$ cat src/hw/rtl/tash_pkg.sv
package tash_pkg;

   localparam int LEN_W = 17;
   localparam int PER_W = 16;
   localparam int CMD_W = 2;
   localparam int DIR_W = 3;
   localparam int CSR_ADDR_W = 2;
   localparam int CSR_DATA_W = 17;
   localparam int REQ_DATA_W = 48;
   localparam int RSP_DATA_W = 16;
   localparam int PHASE_W = 3;

   // command codes
   localparam logic [CMD_W-1:0] CMD_TICK = 2'd0;
   localparam logic [CMD_W-1:0] CMD_MOVE = 2'd1;
   localparam logic [CMD_W-1:0] CMD_HOME = 2'd2;

   // direction codes
   localparam logic [DIR_W-1:0] HEADING_NONE  = 3'd0;
   localparam logic [DIR_W-1:0] HEADING_UP    = 3'd1;
   localparam logic [DIR_W-1:0] HEADING_LEFT  = 3'd2;
   localparam logic [DIR_W-1:0] HEADING_DOWN  = 3'd3;
   localparam logic [DIR_W-1:0] HEADING_RIGHT = 3'd4;

   // register indexes
   localparam logic [CSR_ADDR_W-1:0] CSR_SEARCH_PERIOD  = 2'd0;
   localparam logic [CSR_ADDR_W-1:0] CSR_BACKOFF_PERIOD = 2'd1;
   localparam logic [CSR_ADDR_W-1:0] CSR_SEARCH_LENGTH  = 2'd2;
   localparam logic [CSR_ADDR_W-1:0] CSR_BACKOFF_LENGTH = 2'd3;

   localparam logic [PER_W-1:0] SEARCH_PERIOD_RST  = 16'd800;
   localparam logic [PER_W-1:0] BACKOFF_PERIOD_RST = 16'd200;
   localparam logic [LEN_W-1:0] SEARCH_LENGTH_RST  = 17'd100000;
   localparam logic [LEN_W-1:0] BACKOFF_LENGTH_RST = 17'd1000;
   localparam logic [PER_W-1:0] COMPARE_RST        = 16'd400;

   // homing phase codes as seen on the result beat
   localparam logic [PHASE_W-1:0] PHASE_CODE_IDLE    = 3'd0;
   localparam logic [PHASE_W-1:0] PHASE_CODE_XSEARCH = 3'd1;
   localparam logic [PHASE_W-1:0] PHASE_CODE_XBACK   = 3'd2;
   localparam logic [PHASE_W-1:0] PHASE_CODE_YSEARCH = 3'd3;
   localparam logic [PHASE_W-1:0] PHASE_CODE_YBACK   = 3'd4;

   typedef enum logic [4:0] {
      PH_IDLE    = 5'b00001,
      PH_XSEARCH = 5'b00010,
      PH_XBACK   = 5'b00100,
      PH_YSEARCH = 5'b01000,
      PH_YBACK   = 5'b10000
   } phase_type;

   typedef struct packed {
      logic dir;
      logic pulse;
      logic run;
      logic busy;
   } axis_flags_type;

   // flags of a freshly started move; dir pin is high for one direction code
   function automatic axis_flags_type start_flags(input logic [DIR_W-1:0] dir,
                                                  input logic [DIR_W-1:0] pin_dir);
      axis_flags_type f;
      f.busy  = 1'b1;
      f.run   = 1'b1;
      f.pulse = (dir != HEADING_NONE);
      f.dir   = (dir == pin_dir);
      return f;
   endfunction

   function automatic logic [PHASE_W-1:0] phase_code(input phase_type ph);
      logic [PHASE_W-1:0] c;
      case (ph)
         PH_IDLE:    c = PHASE_CODE_IDLE;
         PH_XSEARCH: c = PHASE_CODE_XSEARCH;
         PH_XBACK:   c = PHASE_CODE_XBACK;
         PH_YSEARCH: c = PHASE_CODE_YSEARCH;
         PH_YBACK:   c = PHASE_CODE_YBACK;
         default:    c = PHASE_CODE_IDLE;
      endcase
      return c;
   endfunction

endpackage

$ cat src/hw/rtl/two_axis_stepper_homing.sv
// Two-axis step/direction generator with endstop homing. Every request beat is
// one item: a timer tick, a move start for one axis, or a homing start; every
// accepted beat yields exactly one response beat carrying the pin levels, busy
// flags and homing phase after that item. The whole update is one pass of logic
// from the accepted beat and the axis state into the response register, so a
// beat can be taken every cycle unless the response is held. The request side
// stays ready while the response register is empty or being drained the same
// cycle. Each tick advances a per-axis compare timer (a match every compare+1
// ticks); two matches make one step pulse; the move ends at its target count.
// A pressed endstop at a completed pulse stops both axes unless suppressed
// (suppression holds during back-offs). Homing: X search left, X back-off
// right, Y search up, Y back-off down. Move commands to a busy axis are dropped.
// Config registers are written via csr_*; the user must do so only while the
// block is idle, which the block itself does not enforce.
module two_axis_stepper_homing (
   input  logic                                 clock,
   input  logic                                 reset,
   // request: [1:0] command, [2] axis, [19:3] length, [35:20] period,
   //          [38:36] direction, [39] x_limit, [40] y_limit, rest zero
   input  logic                                 req_tvalid,
   output logic                                 req_tready,
   input  logic [tash_pkg::REQ_DATA_W-1:0]      req_tdata,
   // response: [0] x_step, [1] x_dir, [2] y_step, [3] y_dir, [4] x_busy,
   //           [5] y_busy, [8:6] homing_phase, rest zero
   output logic                                 rsp_tvalid,
   input  logic                                 rsp_tready,
   output logic [tash_pkg::RSP_DATA_W-1:0]      rsp_tdata,
   // register write port
   input  logic                                 csr_wen,
   input  logic [tash_pkg::CSR_ADDR_W-1:0]      csr_addr,
   input  logic [tash_pkg::CSR_DATA_W-1:0]      csr_wdata
);

   // request fields
   logic [tash_pkg::CMD_W-1:0] command;
   logic                       axis;
   logic [tash_pkg::LEN_W-1:0] length;
   logic [tash_pkg::PER_W-1:0] period;
   logic [tash_pkg::DIR_W-1:0] direction;
   logic                       x_limit;
   logic                       y_limit;

   assign command   = req_tdata[1:0];
   assign axis      = req_tdata[2];
   assign length    = req_tdata[19:3];
   assign period    = req_tdata[35:20];
   assign direction = req_tdata[38:36];
   assign x_limit   = req_tdata[39];
   assign y_limit   = req_tdata[40];

   // config registers
   logic [tash_pkg::PER_W-1:0] search_period_ff;
   logic [tash_pkg::PER_W-1:0] backoff_period_ff;
   logic [tash_pkg::LEN_W-1:0] search_length_ff;
   logic [tash_pkg::LEN_W-1:0] backoff_length_ff;

   // axis state
   logic [tash_pkg::PER_W-1:0] x_timer_ff,   x_timer_in;
   logic [tash_pkg::PER_W-1:0] y_timer_ff,   y_timer_in;
   logic                       x_half_ff,    x_half_in;
   logic                       y_half_ff,    y_half_in;
   logic [tash_pkg::LEN_W-1:0] x_done_ff,    x_done_in;
   logic [tash_pkg::LEN_W-1:0] y_done_ff,    y_done_in;
   logic [tash_pkg::LEN_W-1:0] x_target_ff,  x_target_in;
   logic [tash_pkg::LEN_W-1:0] y_target_ff,  y_target_in;
   logic [tash_pkg::PER_W-1:0] x_compare_ff, x_compare_in;
   logic [tash_pkg::PER_W-1:0] y_compare_ff, y_compare_in;
   tash_pkg::axis_flags_type   x_flags_ff,   x_flags_in;
   tash_pkg::axis_flags_type   y_flags_ff,   y_flags_in;
   logic                       x_step_ff,    x_step_in;
   logic                       y_step_ff,    y_step_in;
   logic                       suppress_ff,  suppress_in;
   tash_pkg::phase_type        phase_ff,     phase_in;

   // response register
   logic                            rsp_valid_ff;
   logic [tash_pkg::RSP_DATA_W-1:0] rsp_data_ff, rsp_data_in;

   logic accept;
   logic x_match, y_match;
   logic x_stop;

   assign req_tready = !rsp_valid_ff || rsp_tready;
   assign accept     = req_tvalid && req_tready;
   assign rsp_tvalid = rsp_valid_ff;
   assign rsp_tdata  = rsp_data_ff;

   assign x_match = (x_timer_ff >= x_compare_ff);
   assign y_match = (y_timer_ff >= y_compare_ff);

   // whole per-item update, written in the order the axes are served
   always_comb begin
      x_timer_in   = x_timer_ff;
      y_timer_in   = y_timer_ff;
      x_half_in    = x_half_ff;
      y_half_in    = y_half_ff;
      x_done_in    = x_done_ff;
      y_done_in    = y_done_ff;
      x_target_in  = x_target_ff;
      y_target_in  = y_target_ff;
      x_compare_in = x_compare_ff;
      y_compare_in = y_compare_ff;
      x_flags_in   = x_flags_ff;
      y_flags_in   = y_flags_ff;
      x_step_in    = x_step_ff;
      y_step_in    = y_step_ff;
      suppress_in  = suppress_ff;
      phase_in     = phase_ff;
      x_stop       = 1'b0;

      case (command)
         tash_pkg::CMD_TICK: begin
            x_timer_in = x_match ? '0 : tash_pkg::PER_W'(x_timer_ff + 1'b1);
            y_timer_in = y_match ? '0 : tash_pkg::PER_W'(y_timer_ff + 1'b1);
            // x first; its limit stop keeps y from being served
            if (x_match && x_flags_ff.run) begin
               if (!x_half_ff) begin
                  if (x_flags_ff.pulse) x_step_in = 1'b1;
                  x_half_in = 1'b1;
               end else begin
                  if (x_flags_ff.pulse) x_step_in = 1'b0;
                  x_half_in = 1'b0;
                  x_done_in = tash_pkg::LEN_W'(x_done_ff + 1'b1);
                  if (x_done_in >= x_target_ff) begin
                     x_done_in       = '0;
                     x_flags_in.busy = 1'b0;
                     x_flags_in.run  = 1'b0;
                  end
                  if (x_limit && !suppress_ff) begin
                     x_stop          = 1'b1;
                     x_flags_in.busy = 1'b0;
                     x_flags_in.run  = 1'b0;
                     y_flags_in.busy = 1'b0;
                     y_flags_in.run  = 1'b0;
                  end
               end
            end
            if (y_match && y_flags_ff.run && !x_stop) begin
               if (!y_half_ff) begin
                  if (y_flags_ff.pulse) y_step_in = 1'b1;
                  y_half_in = 1'b1;
               end else begin
                  if (y_flags_ff.pulse) y_step_in = 1'b0;
                  y_half_in = 1'b0;
                  y_done_in = tash_pkg::LEN_W'(y_done_ff + 1'b1);
                  if (y_done_in >= y_target_ff) begin
                     y_done_in       = '0;
                     y_flags_in.busy = 1'b0;
                     y_flags_in.run  = 1'b0;
                  end
                  if (y_limit && !suppress_ff) begin
                     x_flags_in.busy = 1'b0;
                     x_flags_in.run  = 1'b0;
                     y_flags_in.busy = 1'b0;
                     y_flags_in.run  = 1'b0;
                  end
               end
            end
         end
         tash_pkg::CMD_MOVE: begin
            if (!axis && !x_flags_ff.busy) begin
               x_target_in  = length;
               x_compare_in = period;
               x_flags_in   = tash_pkg::start_flags(direction, tash_pkg::HEADING_LEFT);
            end else if (axis && !y_flags_ff.busy) begin
               y_target_in  = length;
               y_compare_in = period;
               y_flags_in   = tash_pkg::start_flags(direction, tash_pkg::HEADING_UP);
            end
         end
         tash_pkg::CMD_HOME: begin
            if (phase_ff == tash_pkg::PH_IDLE && !y_flags_ff.busy) begin
               // a busy x drops the search; the sequence then waits on x
               if (!x_flags_ff.busy) begin
                  x_target_in  = search_length_ff;
                  x_compare_in = search_period_ff;
                  x_flags_in   = tash_pkg::start_flags(tash_pkg::HEADING_LEFT,
                                                       tash_pkg::HEADING_LEFT);
               end
               phase_in = tash_pkg::PH_XSEARCH;
            end
         end
         default: begin
         end
      endcase

      // homing sequencer, sees the state after this item's command
      case (phase_in)
         tash_pkg::PH_XSEARCH: begin
            if (!x_flags_in.busy) begin
               suppress_in  = 1'b1;
               x_done_in    = '0;
               x_target_in  = backoff_length_ff;
               x_compare_in = backoff_period_ff;
               x_flags_in   = tash_pkg::start_flags(tash_pkg::HEADING_RIGHT,
                                                    tash_pkg::HEADING_LEFT);
               phase_in     = tash_pkg::PH_XBACK;
            end
         end
         tash_pkg::PH_XBACK: begin
            if (!x_flags_in.busy) begin
               suppress_in = 1'b0;
               if (!y_flags_in.busy) begin
                  y_target_in  = search_length_ff;
                  y_compare_in = search_period_ff;
                  y_flags_in   = tash_pkg::start_flags(tash_pkg::HEADING_UP,
                                                       tash_pkg::HEADING_UP);
               end
               phase_in = tash_pkg::PH_YSEARCH;
            end
         end
         tash_pkg::PH_YSEARCH: begin
            if (!y_flags_in.busy) begin
               suppress_in  = 1'b1;
               y_done_in    = '0;
               y_target_in  = backoff_length_ff;
               y_compare_in = backoff_period_ff;
               y_flags_in   = tash_pkg::start_flags(tash_pkg::HEADING_DOWN,
                                                    tash_pkg::HEADING_UP);
               phase_in     = tash_pkg::PH_YBACK;
            end
         end
         tash_pkg::PH_YBACK: begin
            if (!y_flags_in.busy) begin
               suppress_in = 1'b0;
               phase_in    = tash_pkg::PH_IDLE;
            end
         end
         default: begin
         end
      endcase
   end

   always_comb begin
      rsp_data_in      = '0;
      rsp_data_in[0]   = x_step_in;
      rsp_data_in[1]   = x_flags_in.dir;
      rsp_data_in[2]   = y_step_in;
      rsp_data_in[3]   = y_flags_in.dir;
      rsp_data_in[4]   = x_flags_in.busy;
      rsp_data_in[5]   = y_flags_in.busy;
      rsp_data_in[8:6] = tash_pkg::phase_code(phase_in);
   end

   // config writes
   always_ff @(posedge clock) begin
      if (reset) begin
         search_period_ff  <= tash_pkg::SEARCH_PERIOD_RST;
         backoff_period_ff <= tash_pkg::BACKOFF_PERIOD_RST;
         search_length_ff  <= tash_pkg::SEARCH_LENGTH_RST;
         backoff_length_ff <= tash_pkg::BACKOFF_LENGTH_RST;
      end else if (csr_wen) begin
         case (csr_addr)
            tash_pkg::CSR_SEARCH_PERIOD:
               search_period_ff <= csr_wdata[tash_pkg::PER_W-1:0];
            tash_pkg::CSR_BACKOFF_PERIOD:
               backoff_period_ff <= csr_wdata[tash_pkg::PER_W-1:0];
            tash_pkg::CSR_SEARCH_LENGTH:
               search_length_ff <= csr_wdata[tash_pkg::LEN_W-1:0];
            tash_pkg::CSR_BACKOFF_LENGTH:
               backoff_length_ff <= csr_wdata[tash_pkg::LEN_W-1:0];
            default: begin
            end
         endcase
      end
   end

   // axis state advances only on an accepted beat
   always_ff @(posedge clock) begin
      if (reset) begin
         x_timer_ff   <= '0;
         y_timer_ff   <= '0;
         x_half_ff    <= 1'b0;
         y_half_ff    <= 1'b0;
         x_done_ff    <= '0;
         y_done_ff    <= '0;
         x_target_ff  <= '0;
         y_target_ff  <= '0;
         x_compare_ff <= tash_pkg::COMPARE_RST;
         y_compare_ff <= tash_pkg::COMPARE_RST;
         x_flags_ff   <= '0;
         y_flags_ff   <= '0;
         x_step_ff    <= 1'b0;
         y_step_ff    <= 1'b0;
         suppress_ff  <= 1'b0;
         phase_ff     <= tash_pkg::PH_IDLE;
      end else if (accept) begin
         x_timer_ff   <= x_timer_in;
         y_timer_ff   <= y_timer_in;
         x_half_ff    <= x_half_in;
         y_half_ff    <= y_half_in;
         x_done_ff    <= x_done_in;
         y_done_ff    <= y_done_in;
         x_target_ff  <= x_target_in;
         y_target_ff  <= y_target_in;
         x_compare_ff <= x_compare_in;
         y_compare_ff <= y_compare_in;
         x_flags_ff   <= x_flags_in;
         y_flags_ff   <= y_flags_in;
         x_step_ff    <= x_step_in;
         y_step_ff    <= y_step_in;
         suppress_ff  <= suppress_in;
         phase_ff     <= phase_in;
      end
   end

   // response register: loads on accept, empties when drained
   always_ff @(posedge clock) begin
      if (reset) begin
         rsp_valid_ff <= 1'b0;
      end else if (accept) begin
         rsp_valid_ff <= 1'b1;
      end else if (rsp_tready) begin
         rsp_valid_ff <= 1'b0;
      end
   end

   always_ff @(posedge clock) begin
      if (accept) begin
         rsp_data_ff <= rsp_data_in;
      end
   end

endmodule

$ cat config.mk
export PLATFORM = sky130hd
export DESIGN_NAME = two_axis_stepper_homing
export DESIGN_NICKNAME = d
export VERILOG_FILES = /design/src/hw/rtl/tash_pkg.sv /design/src/hw/rtl/two_axis_stepper_homing.sv
export SDC_FILE = /design/constraint.sdc
export NUM_CORES = 1
export LEC_CHECK = 0
export BUFFER_PORTS_ARGS = -buffer_cell sky130_fd_sc_hd__buf_2
export CAP_MARGIN = 15
export CORE_MARGIN = 1
export CORE_UTILIZATION = 50
export DETAILED_ROUTE_END_ITERATION = 6
export GPL_TIMING_DRIVEN = 0
export PLACE_DENSITY = 0.68
export SLEW_MARGIN = 20
export SYNTH_ARGS = -nofsm -noshare
export SYNTH_HDL_FRONTEND = slang
export SYNTH_SLANG_ARGS = --single-unit
$ cat constraint.sdc
create_clock -name clock -period 5.05 [get_ports clock]
set_input_delay 0.7575 -clock clock [delete_from_list [all_inputs] [get_ports clock]]
set_output_delay 0.7575 -clock clock [all_outputs]
set_load 0.05 [all_outputs]
==> summary.md, run 1 <==
| Metric | Value |
|---|---|
| Final instance area | 15400 um^2 |
| Worst IR drop on VDD | 0.282 mV |
| Number of nets in the layout | about 2100 |
| Xor/xnor cell area share of the yosys netlist | 0.0252 |
| Drc violations | 0 |
| Cell-by-cell trace of the critical path | ha_1 -> nand3_1 -> nor2_1 -> and3_1 -> nand3_1 -> nor2_1 -> and3_1 -> nor2b_1 -> or2_2 -> ha_1 -> and3_1 -> and4_1 -> o211ai_1 -> and3_2 -> a22o_4 -> o21ba_2 -> o311a_2 -> clkbuf_2 -> nand2_1 -> nand2_1 |
| Time the worst path needs with I/O delays and setup | roughly 4800 ps |
| Number of maximum-capacitance violations | 0 |
| Main combinational cell family by area after synthesis | simple AND/OR/NAND/NOR gates |
| Core footprint | around 26000 um^2 |
| Area post-placement | 14400 um^2 |
| Largest net degree at the start of global routing | 19 |
| Ratio of final minimum period to clock period | 0.945 |
| Asr flop ratio synth | 0 |
| Most Used Layer, Global Route | met2 |
| Diodes inserted | 0 |
| Buffers and inverters on the worst path | 1 |
| Total chip power | roughly 4.7 mW |
| Die Wd | between 150 and 200 um |
| Worst setup skew after layout | approximately 11 ps |
| Congestion Overflow GR | 0 |
| Cts bufs inserted | 27 |
| Dominant cell type by count on the critical path | sky130_fd_sc_hd__and3_1 |
| Number of antenna violations at the first check in global routing | 1 |
| First-pass detailed-route iteration total | 6 |
| Mux contribution to synthesized area | 0.00369 |
| Number of register bits inferred by synthesis | about 230 |
| Yosys warning count | 0 |
| Arithmetic-cell share of the synthesized area counting full adders, half adders and majority gates | 0.0683 |
| CTS tree | done |
| Total vias in the final route | 14000 |
| Final standard cell count with taps included and fillers excluded | approximately 2300 |
| Share of cells above drive strength 1 | 0.106 |
| Unrepaired setup endpoints after global routing | false |
| Register area share after synthesis | 0.340 |
| Number of synthesized flops with an enable pin | 9 |
| Number of DRC markers after the initial detailed-route iteration | between 1500 and 2000 |
| Endpoints failing hold | 0 |
| Synth Area in Simple Gates | 0.267 |
| Gate count of the mapped netlist | around 1800 |
| Post-detailed-route wirelength per cell | 20.4 um |
| Critical Path Max Stage Delay | 510 ps |
| Hold WC Path Type | in -> reg |
| Type of the setup path with the least slack | reg -> reg |
| Post-synthesis cell type with the largest combined area | sky130_fd_sc_hd__dfxtp_1 |
| Number of distinct library cells after synthesis | 70 |
| Final Routed Wirelength | 46300 um |
| Final slew viol count | 0 |
| Leakage power summed over all cells | approximately 6.0 nW |
| Outcome | finished clean |
| Number of top-level pins | 90 |
| Clock network latency to the later pin of the worst-skew pair | 550 ps |
| Chip height | around 170 um |
| Highest achievable clock rate | 210 MHz |
| Number of rows in the core area | 59 |
| Final Setup Violations | 0 |
| Slew of the pin with the lowest slew margin | about 1000 ps |
| Data required, critical path | ~5500 ps |
| Post-synthesis compound-gate area fraction | 0.230 |
| Critical path endpoint category | register |
| Crit path max fanout | 10 |
| Clock tree root driver cell | sky130_fd_sc_hd__clkbuf_16 |
| Cell type group with the largest total delay on the critical path | simple AND/OR/NAND/NOR gates |
| Clock Tree Buf Depth | 3 |
| Starting density of the core | 0.514 |
| Clock sink total | between 200 and 250 |
| Critical Path Start Type | register |
| CTS clk-pin slew, worst paths | about 70 ps |
| Most used flip-flop cell after synthesis | sky130_fd_sc_hd__dfxtp_1 |
| Post-CTS Hold Buffers | 0 |
| Cell type of the slowest stage on the worst timing path | sky130_fd_sc_hd__o311a_2 |
| Count of H-tree levels built during CTS | 1 |
| IO Port Bufs | between 70 and 80 |
| Global-route wire length before repair | between 70000 and 80000 um |
| Crit path DAT | 5210 ps |
| Die area | approximately 28000 um^2 |
| GR Util met2 | 0.502 |
| Met3 track utilization from global routing | 0.0625 |
| Final GP Congestion | 0.990 |
| Antenna violation net count after detailed routing | 0 |
| Number of global-route vias before repair | between 10000 and 15000 |
| Detailed placer's ending HPWL | around 35000 um |
| Average cell area after synthesis | roughly 7.5 um^2 |
| GRT Total Usage | 0.329 |
| Vias per inst | just over 6 |
| Met1 routing resource usage after global routing | 0.457 |
| Share of Yosys cell area claimed by the top area cell type | 0.321 |
| Most area-consuming cells after synthesis | sky130_fd_sc_hd__dfxtp_1 32%, sky130_fd_sc_hd__nand2_1 8.0%, sky130_fd_sc_hd__ha_1 6.8% |
| Number of placed instances with taps included | ~2200 |
| Layout area overhead | 13.3% |
| Filler Cells Inserted | roughly 2500 |
| Post-synth design cell area | 13600 um^2 |
| Worst slew margin relative to its limit | 0.316 |
| Total power density per cell area | just over 300 nW/um^2 |
[metal layers]
layer | up-vias | wire length, um | part of all wire
li1 | 6594 | - | -
met1 | 6501 | 20000 | 0.43
met2 | 775 | 19500 | 0.42
met3 | 126 | 4930 | 0.11
met4 | 2 | 1840 | 0.040
met5 | - | 13 | 0.00028
[cells by family (layout without fill, tap and decap cells)]
group	Yosys count	count (layout)
other	1	7
DFF	226	226
xor gates and xnor gates	39	39
muxes	5	5
AOI/OAI and AO/OA	465	465
adders and majority gates	74	74
buffers and inverters	217	343
and+or+nand+nor	774	774
[worst paths after layout]
check	start	cells after the start	slack, ps	endpoint
max reg2reg	y_done_ff[0]$_SDFFE_PP0P_	20	280	y_done_ff[5]$_SDFFE_PP0P_
min reg2reg	x_flags_ff[3]$_SDFFE_PP0P_	2	460	x_flags_ff[3]$_SDFFE_PP0P_
max	y_done_ff[0]$_SDFFE_PP0P_	20	280	y_done_ff[5]$_SDFFE_PP0P_
min	req_tvalid	3	460	rsp_tvalid$_SDFFE_PP0P_
[layout make-up]
class,instances,area [um^2],area share
repair buffers,77,395,0.0257
well taps,335,419,0.0273
flip-flops and latches,226,4620,0.300
plain buffers,134,609,0.0397
clock buffers,41,798,0.0520
multi-input cells,1364,8100,0.527
inverters,83,312,0.0203
clock inverters,8,118,0.00766
[power breakdown]
group / internal, mW / switching, mW
logic: 0.220 / 0.523
clock network: 1.23 / 0.794
registers: 1.86 / 0.0372
[synth_stat cells (all sizes together) (3+ instances only)]
master,n
a21o,16
mux2i,5
a22oi,4
o21a,35
or2,17
nor3,108
a31oi,7
nand3,177
or3,5
nand4,20
dfxtp,217
and2,5
a2111oi,5
nand3b,4
edfxtp,9
nor2b,19
buf,35
o211ai,7
nor3b,3
o21ai,117
ha,74
a22o,75
clkbuf,99
xor2,20
nand2b,19
a21oi,133
inv,83
nand2,290
and3,22
a221o,5
a211oi,34
a311oi,4
nor2,78
o22ai,4
xnor2,19
[state kept, by name, summed over array words and instances, names as in the netlist, 9 cells and up]
register and count:
backoff_length_ff 17, backoff_period_ff 16, rsp_tdata 9, search_length_ff 17, search_period_ff 16, x_compare_ff 16
x_done_ff 17, x_target_ff 17, x_timer_ff 16, y_compare_ff 16, y_done_ff 17, y_target_ff 17
y_timer_ff 16
[per-stage QoR]
| stage | worst slack [ps] | hold slack, ps | utilization | setup TNS [ps] |
|---|---|---|---|---|
| 2_1_floorplan | 1000 | 436 | - | 0 |
| 3_3_place_gp | -90.0 | 447 | 0.545 | -853 |
| 3_5_place_dp | -92.6 | 455 | 0.545 | -897 |
| 4_1_cts | 28.9 | 448 | 0.581 | 0 |
| 5_1_grt | 30.9 | 492 | 0.583 | 0 |
| 6_report | 279 | 457 | 0.583 | 0 |
[cell usage in the layout (no fill, tap or decap), drive strengths merged, types with 5 or more instances in the layout]
master | Yosys | final
nor3 | 108 | 108
a21oi | 133 | 133
mux2i | 5 | 5
and2 | 5 | 5
a221o | 5 | 5
o211ai | 7 | 7
xor2 | 20 | 20
nor2 | 78 | 78
o21ai | 117 | 117
nor2b | 19 | 19
nand2 | 290 | 290
edfxtp | 9 | 9
clkbuf | 99 | 143
and3 | 22 | 22
a211oi | 34 | 34
nand4 | 20 | 20
or3 | 5 | 5
nand3 | 177 | 177
o21a | 35 | 35
buf | 35 | 109
or2 | 17 | 17
a2111oi | 5 | 5
a21o | 16 | 16
nand2b | 19 | 19
conb | 1 | 7
a22o | 75 | 75
a31oi | 7 | 7
ha | 74 | 74
inv | 83 | 83
dfxtp | 217 | 217
xnor2 | 19 | 19
[tightest hold or removal path, stage by stage]
cell and delay, ps:
sky130_fd_sc_hd__buf_2 100, sky130_fd_sc_hd__inv_1 40, sky130_fd_sc_hd__a21oi_1 40
[timing repair]
item / CTS / global route
endpoints found under the setup margin: 19 / 59
buffers inserted: 4 / 0
endpoints found under the hold margin: 0 / 0
pin swaps: 1 / 0
gates resized for setup: 2 / 28
Note: power is estimated with default switching activity, not from simulation.
==> run 2, diff against run 1 <==
--- a/config.mk
+++ b/config.mk
@@ -11,7 +11,7 @@
 export CORE_UTILIZATION = 50
 export DETAILED_ROUTE_END_ITERATION = 6
 export GPL_TIMING_DRIVEN = 0
-export PLACE_DENSITY = 0.68
+export PLACE_DENSITY_LB_ADDON = 0.05
 export SLEW_MARGIN = 20
 export SYNTH_ARGS = -nofsm -noshare
 export SYNTH_HDL_FRONTEND = slang
==> summary.md, run 2 (synthesis gave the netlist of run 1 again) <==
| Metric | Value |
|---|---|
| Critical Path Start Type | register |
| IO Port Bufs | 73 (unchanged) |
| Share of cells above drive strength 1 | 0.107 (+0.00161) |
| Number of global-route vias before repair | 13100 (+1.3%) |
| Worst setup skew after layout | 16.4 ps (+4.91 ps) |
| Crit path DAT | 5350 ps (+140 ps) |
| Layout area overhead | 13.4% (about the same) |
| Critical path endpoint category | register |
| Beginning of the worst hold path | x_step_ff$_SDFFE_PP0P_ |
| Endpoints failing hold | 0 (unchanged) |
| Worst IR drop on VDD | 0.301 mV (+6.5%) |
| Number of top-level pins | 90 (unchanged) |
| Total vias in the final route | 14100 (+0.59%) |
| Ratio of final minimum period to clock period | 0.973 (+0.0281) |
| Highest achievable clock rate | 204 MHz (-2.9%) |
| Die area | 27800 um^2 (unchanged) |
| Psw | 1.39 mW (+2.3%) |
| Count of H-tree levels built during CTS | 1 (unchanged) |
| Crit path max fanout | 10 (unchanged) |
| Data required, critical path | 5490 ps (about the same) |
| Die Wd | 167 um (unchanged) |
| Leading cell type in the layout, fill and taps excluded | sky130_fd_sc_hd__nand2_1 |
| Congestion Overflow GR | 0 (unchanged) |
| Worst slew margin relative to its limit | 0.319 (+0.00383) |
| Final slew viol count | 0 (unchanged) |
| Relative contribution of the clock network to total power | 0.440 (+0.005) |
| Chip height | 167 um (unchanged) |
| Final standard cell count with taps included and fillers excluded | 2267 (-0.044%) |
| Time the worst path needs with I/O delays and setup | 4910 ps (+142 ps) |
| Number of antenna violations at the first check in global routing | 0 (-1) |
| Total power density per cell area | 307 nW/um^2 (+1.1%) |
| Clock sink total | 226 (unchanged) |
| Filler Cells Inserted | 2537 (+1.3%) |
| Final Routed Wirelength | 46700 um (+0.92%) |
| Number of maximum-capacitance violations | 0 (unchanged) |
| Largest net degree at the start of global routing | 19 (unchanged) |
| CTS tree | done |
| Worst setup path start | y_done_ff[0]$_SDFFE_PP0P_ |
| Diodes inserted | 0 (unchanged) |
| Slew of the pin with the lowest slew margin | 1020 ps (-5.74 ps) |
| Type of the setup path with the least slack | reg -> reg |
| Starting density of the core | 0.514 (unchanged) |
| Setup ws final | 137 ps (-142 ps) |
| Final GP Congestion | 0.963 (-2.7%) |
| Final total negative setup slack | 0 ps (unchanged) |
| Leakage power summed over all cells | 5.99 nW (-0.15%) |
| Number of rows in the core area | 59 (unchanged) |
| First-pass detailed-route iteration total | 7 (+1) |
| Final Setup Violations | 0 (unchanged) |
| Post-detailed-route wirelength per cell | 20.6 um (+0.97%) |
| Area used by sequential logic in the layout | 4620 um^2 (about the same) |
| GRT Total Usage | 0.332 (+0.00314) |
| Clock Tree Buf Depth | 3 (unchanged) |
| Footprint of the multi-input gates | 8100 um^2 (about the same) |
| Reg power frac | 0.402 (-0.004) |
| Violated checks | DRC |
| Worst reg2reg startpoint | y_done_ff[0]$_SDFFE_PP0P_ |
| Drc violations | 1 (+1) |
| Cell internal pwr | 3.34 mW (+0.69%) |
| Hold WC Path Type | reg -> reg |
| Clock network latency to the later pin of the worst-skew pair | 540 ps (about the same) |
| Fraction of power spent switching nets | 0.294 (+0.00335) |
| Detailed placer's ending HPWL | 35000 um (-0.13%) |
| CTS clk-pin slew, worst paths | 60 ps (about the same) |
| Total chip power | 4.72 mW (+1.2%) |
| Core footprint | 26400 um^2 (unchanged) |
| Number of nets in the layout | 2058 (-0.049%) |
| Outcome | finished with violations |
| Most frequent cells in the layout | 289 x sky130_fd_sc_hd__nand2_1, 216 x sky130_fd_sc_hd__dfxtp_1, 176 x sky130_fd_sc_hd__nand3_1 |
| Vias per inst | 6.21 (+0.64%) |
| Comb pwr share | 0.158 (about the same) |
| Antenna violation net count after detailed routing | 0 (unchanged) |
| Number of placed instances with taps included | 2215 (unchanged) |
| Worst setup timing slack at the placement stage | -96.9 ps (-4.26 ps) |
| Cts bufs inserted | 27 (unchanged) |
| Number of DRC markers after the initial detailed-route iteration | 1834 (+13%) |
| Clock tree root driver cell | sky130_fd_sc_hd__clkbuf_16 |
| Global-route wire length before repair | 72800 um (+0.55%) |
## run 2: changes by cell type in the layout (fill, tap and decap cells not counted), moves of 3 or more
cell,delta
sky130_fd_sc_hd__buf_4,-3
sky130_fd_sc_hd__clkinv_2,+4
sky130_fd_sc_hd__clkbuf_2,-4
sky130_fd_sc_hd__clkbuf_1,-3
sky130_fd_sc_hd__clkbuf_8,-5
sky130_fd_sc_hd__buf_2,+3
## run 2: final cells by class
| type | count | share of cell area |
|---|---|---|
| clock buffers | 30 | 0.0460 |
| inverters | 83 | 0.0203 |
| multi-input cells | 1364 | 0.527 |
| clock inverters | 19 | 0.0149 |
| plain buffers | 134 | 0.0388 |
| well taps | 335 | 0.0273 |
| repair buffers | 76 | 0.0252 |
| flip-flops and latches | 226 | 0.300 |
## run 2: final timing paths
| kind | end | slack, ps | cells past startpoint |
|---|---|---|---|
| hold / removal | x_step_ff$_SDFFE_PP0P_ | 470 | 2 |
| setup reg to reg | y_target_ff[11]$_SDFFE_PP0P_ | 140 | 21 |
| setup / recovery | y_target_ff[11]$_SDFFE_PP0P_ | 140 | 21 |
| hold reg to reg | x_step_ff$_SDFFE_PP0P_ | 470 | 2 |
## run 2: power by group through the flow
stage	combinational, mW	sequential (mW)	clock [mW]
6_report	0.747	1.90	2.08
5_1_grt	0.795	1.90	2.17
4_1_cts	0.717	1.90	2.09
3_5_place_dp	0.713	1.93	0
3_3_place_gp	0.704	1.93	0
2_1_floorplan	0.451	1.94	0
## run 2: what timing repair did
action | 4_1_cts | 5_1_grt
resized for setup | 3 | 20
pin swaps | 1 | 1
setup buffers | 3 | 0
gates cloned | 0 | 0
endpoints found under the setup margin | 42 | 60
hold buffers | 0 | 0
## run 2: worst max-delay path: stages, from the launching register on
cell and delay, ps:
sky130_fd_sc_hd__dfxtp_4 430, sky130_fd_sc_hd__ha_2 240, sky130_fd_sc_hd__nand3_2 120, sky130_fd_sc_hd__nor2_2 150
sky130_fd_sc_hd__and3_1 210, sky130_fd_sc_hd__nand3_1 180, sky130_fd_sc_hd__nor2_2 180, sky130_fd_sc_hd__and3_1 210
sky130_fd_sc_hd__nor2b_1 80, sky130_fd_sc_hd__or2_2 300, sky130_fd_sc_hd__ha_1 290, sky130_fd_sc_hd__and3_1 170
sky130_fd_sc_hd__and4_1 270, sky130_fd_sc_hd__o211ai_1 220, sky130_fd_sc_hd__and3_4 270, sky130_fd_sc_hd__a22o_1 240
sky130_fd_sc_hd__o21ba_2 280, sky130_fd_sc_hd__clkbuf_4 250, sky130_fd_sc_hd__clkbuf_4 240, sky130_fd_sc_hd__nor3_1 220
sky130_fd_sc_hd__nor3_1 80, sky130_fd_sc_hd__o21a_1 190
## run 2: metrics by stage
step | util | instance area (um^2) | hold slack [ps]
after CTS | 0.582 | 15300 | 449
after global placement | 0.545 | 14400 | 447
after global routing | 0.583 | 15400 | 482
after floorplan | - | 13600 | 436
final | 0.583 | 15400 | 465
after detailed placement | 0.545 | 14400 | 457
## run 2: metal layers
metal  GRT usage  share of wire  up-vias
met4       0.116          0.037        0
li1            -              -     6606
met2       0.495           0.42      813
met3      0.0929           0.11      129
met1       0.458           0.43     6533
met5           0              0        -
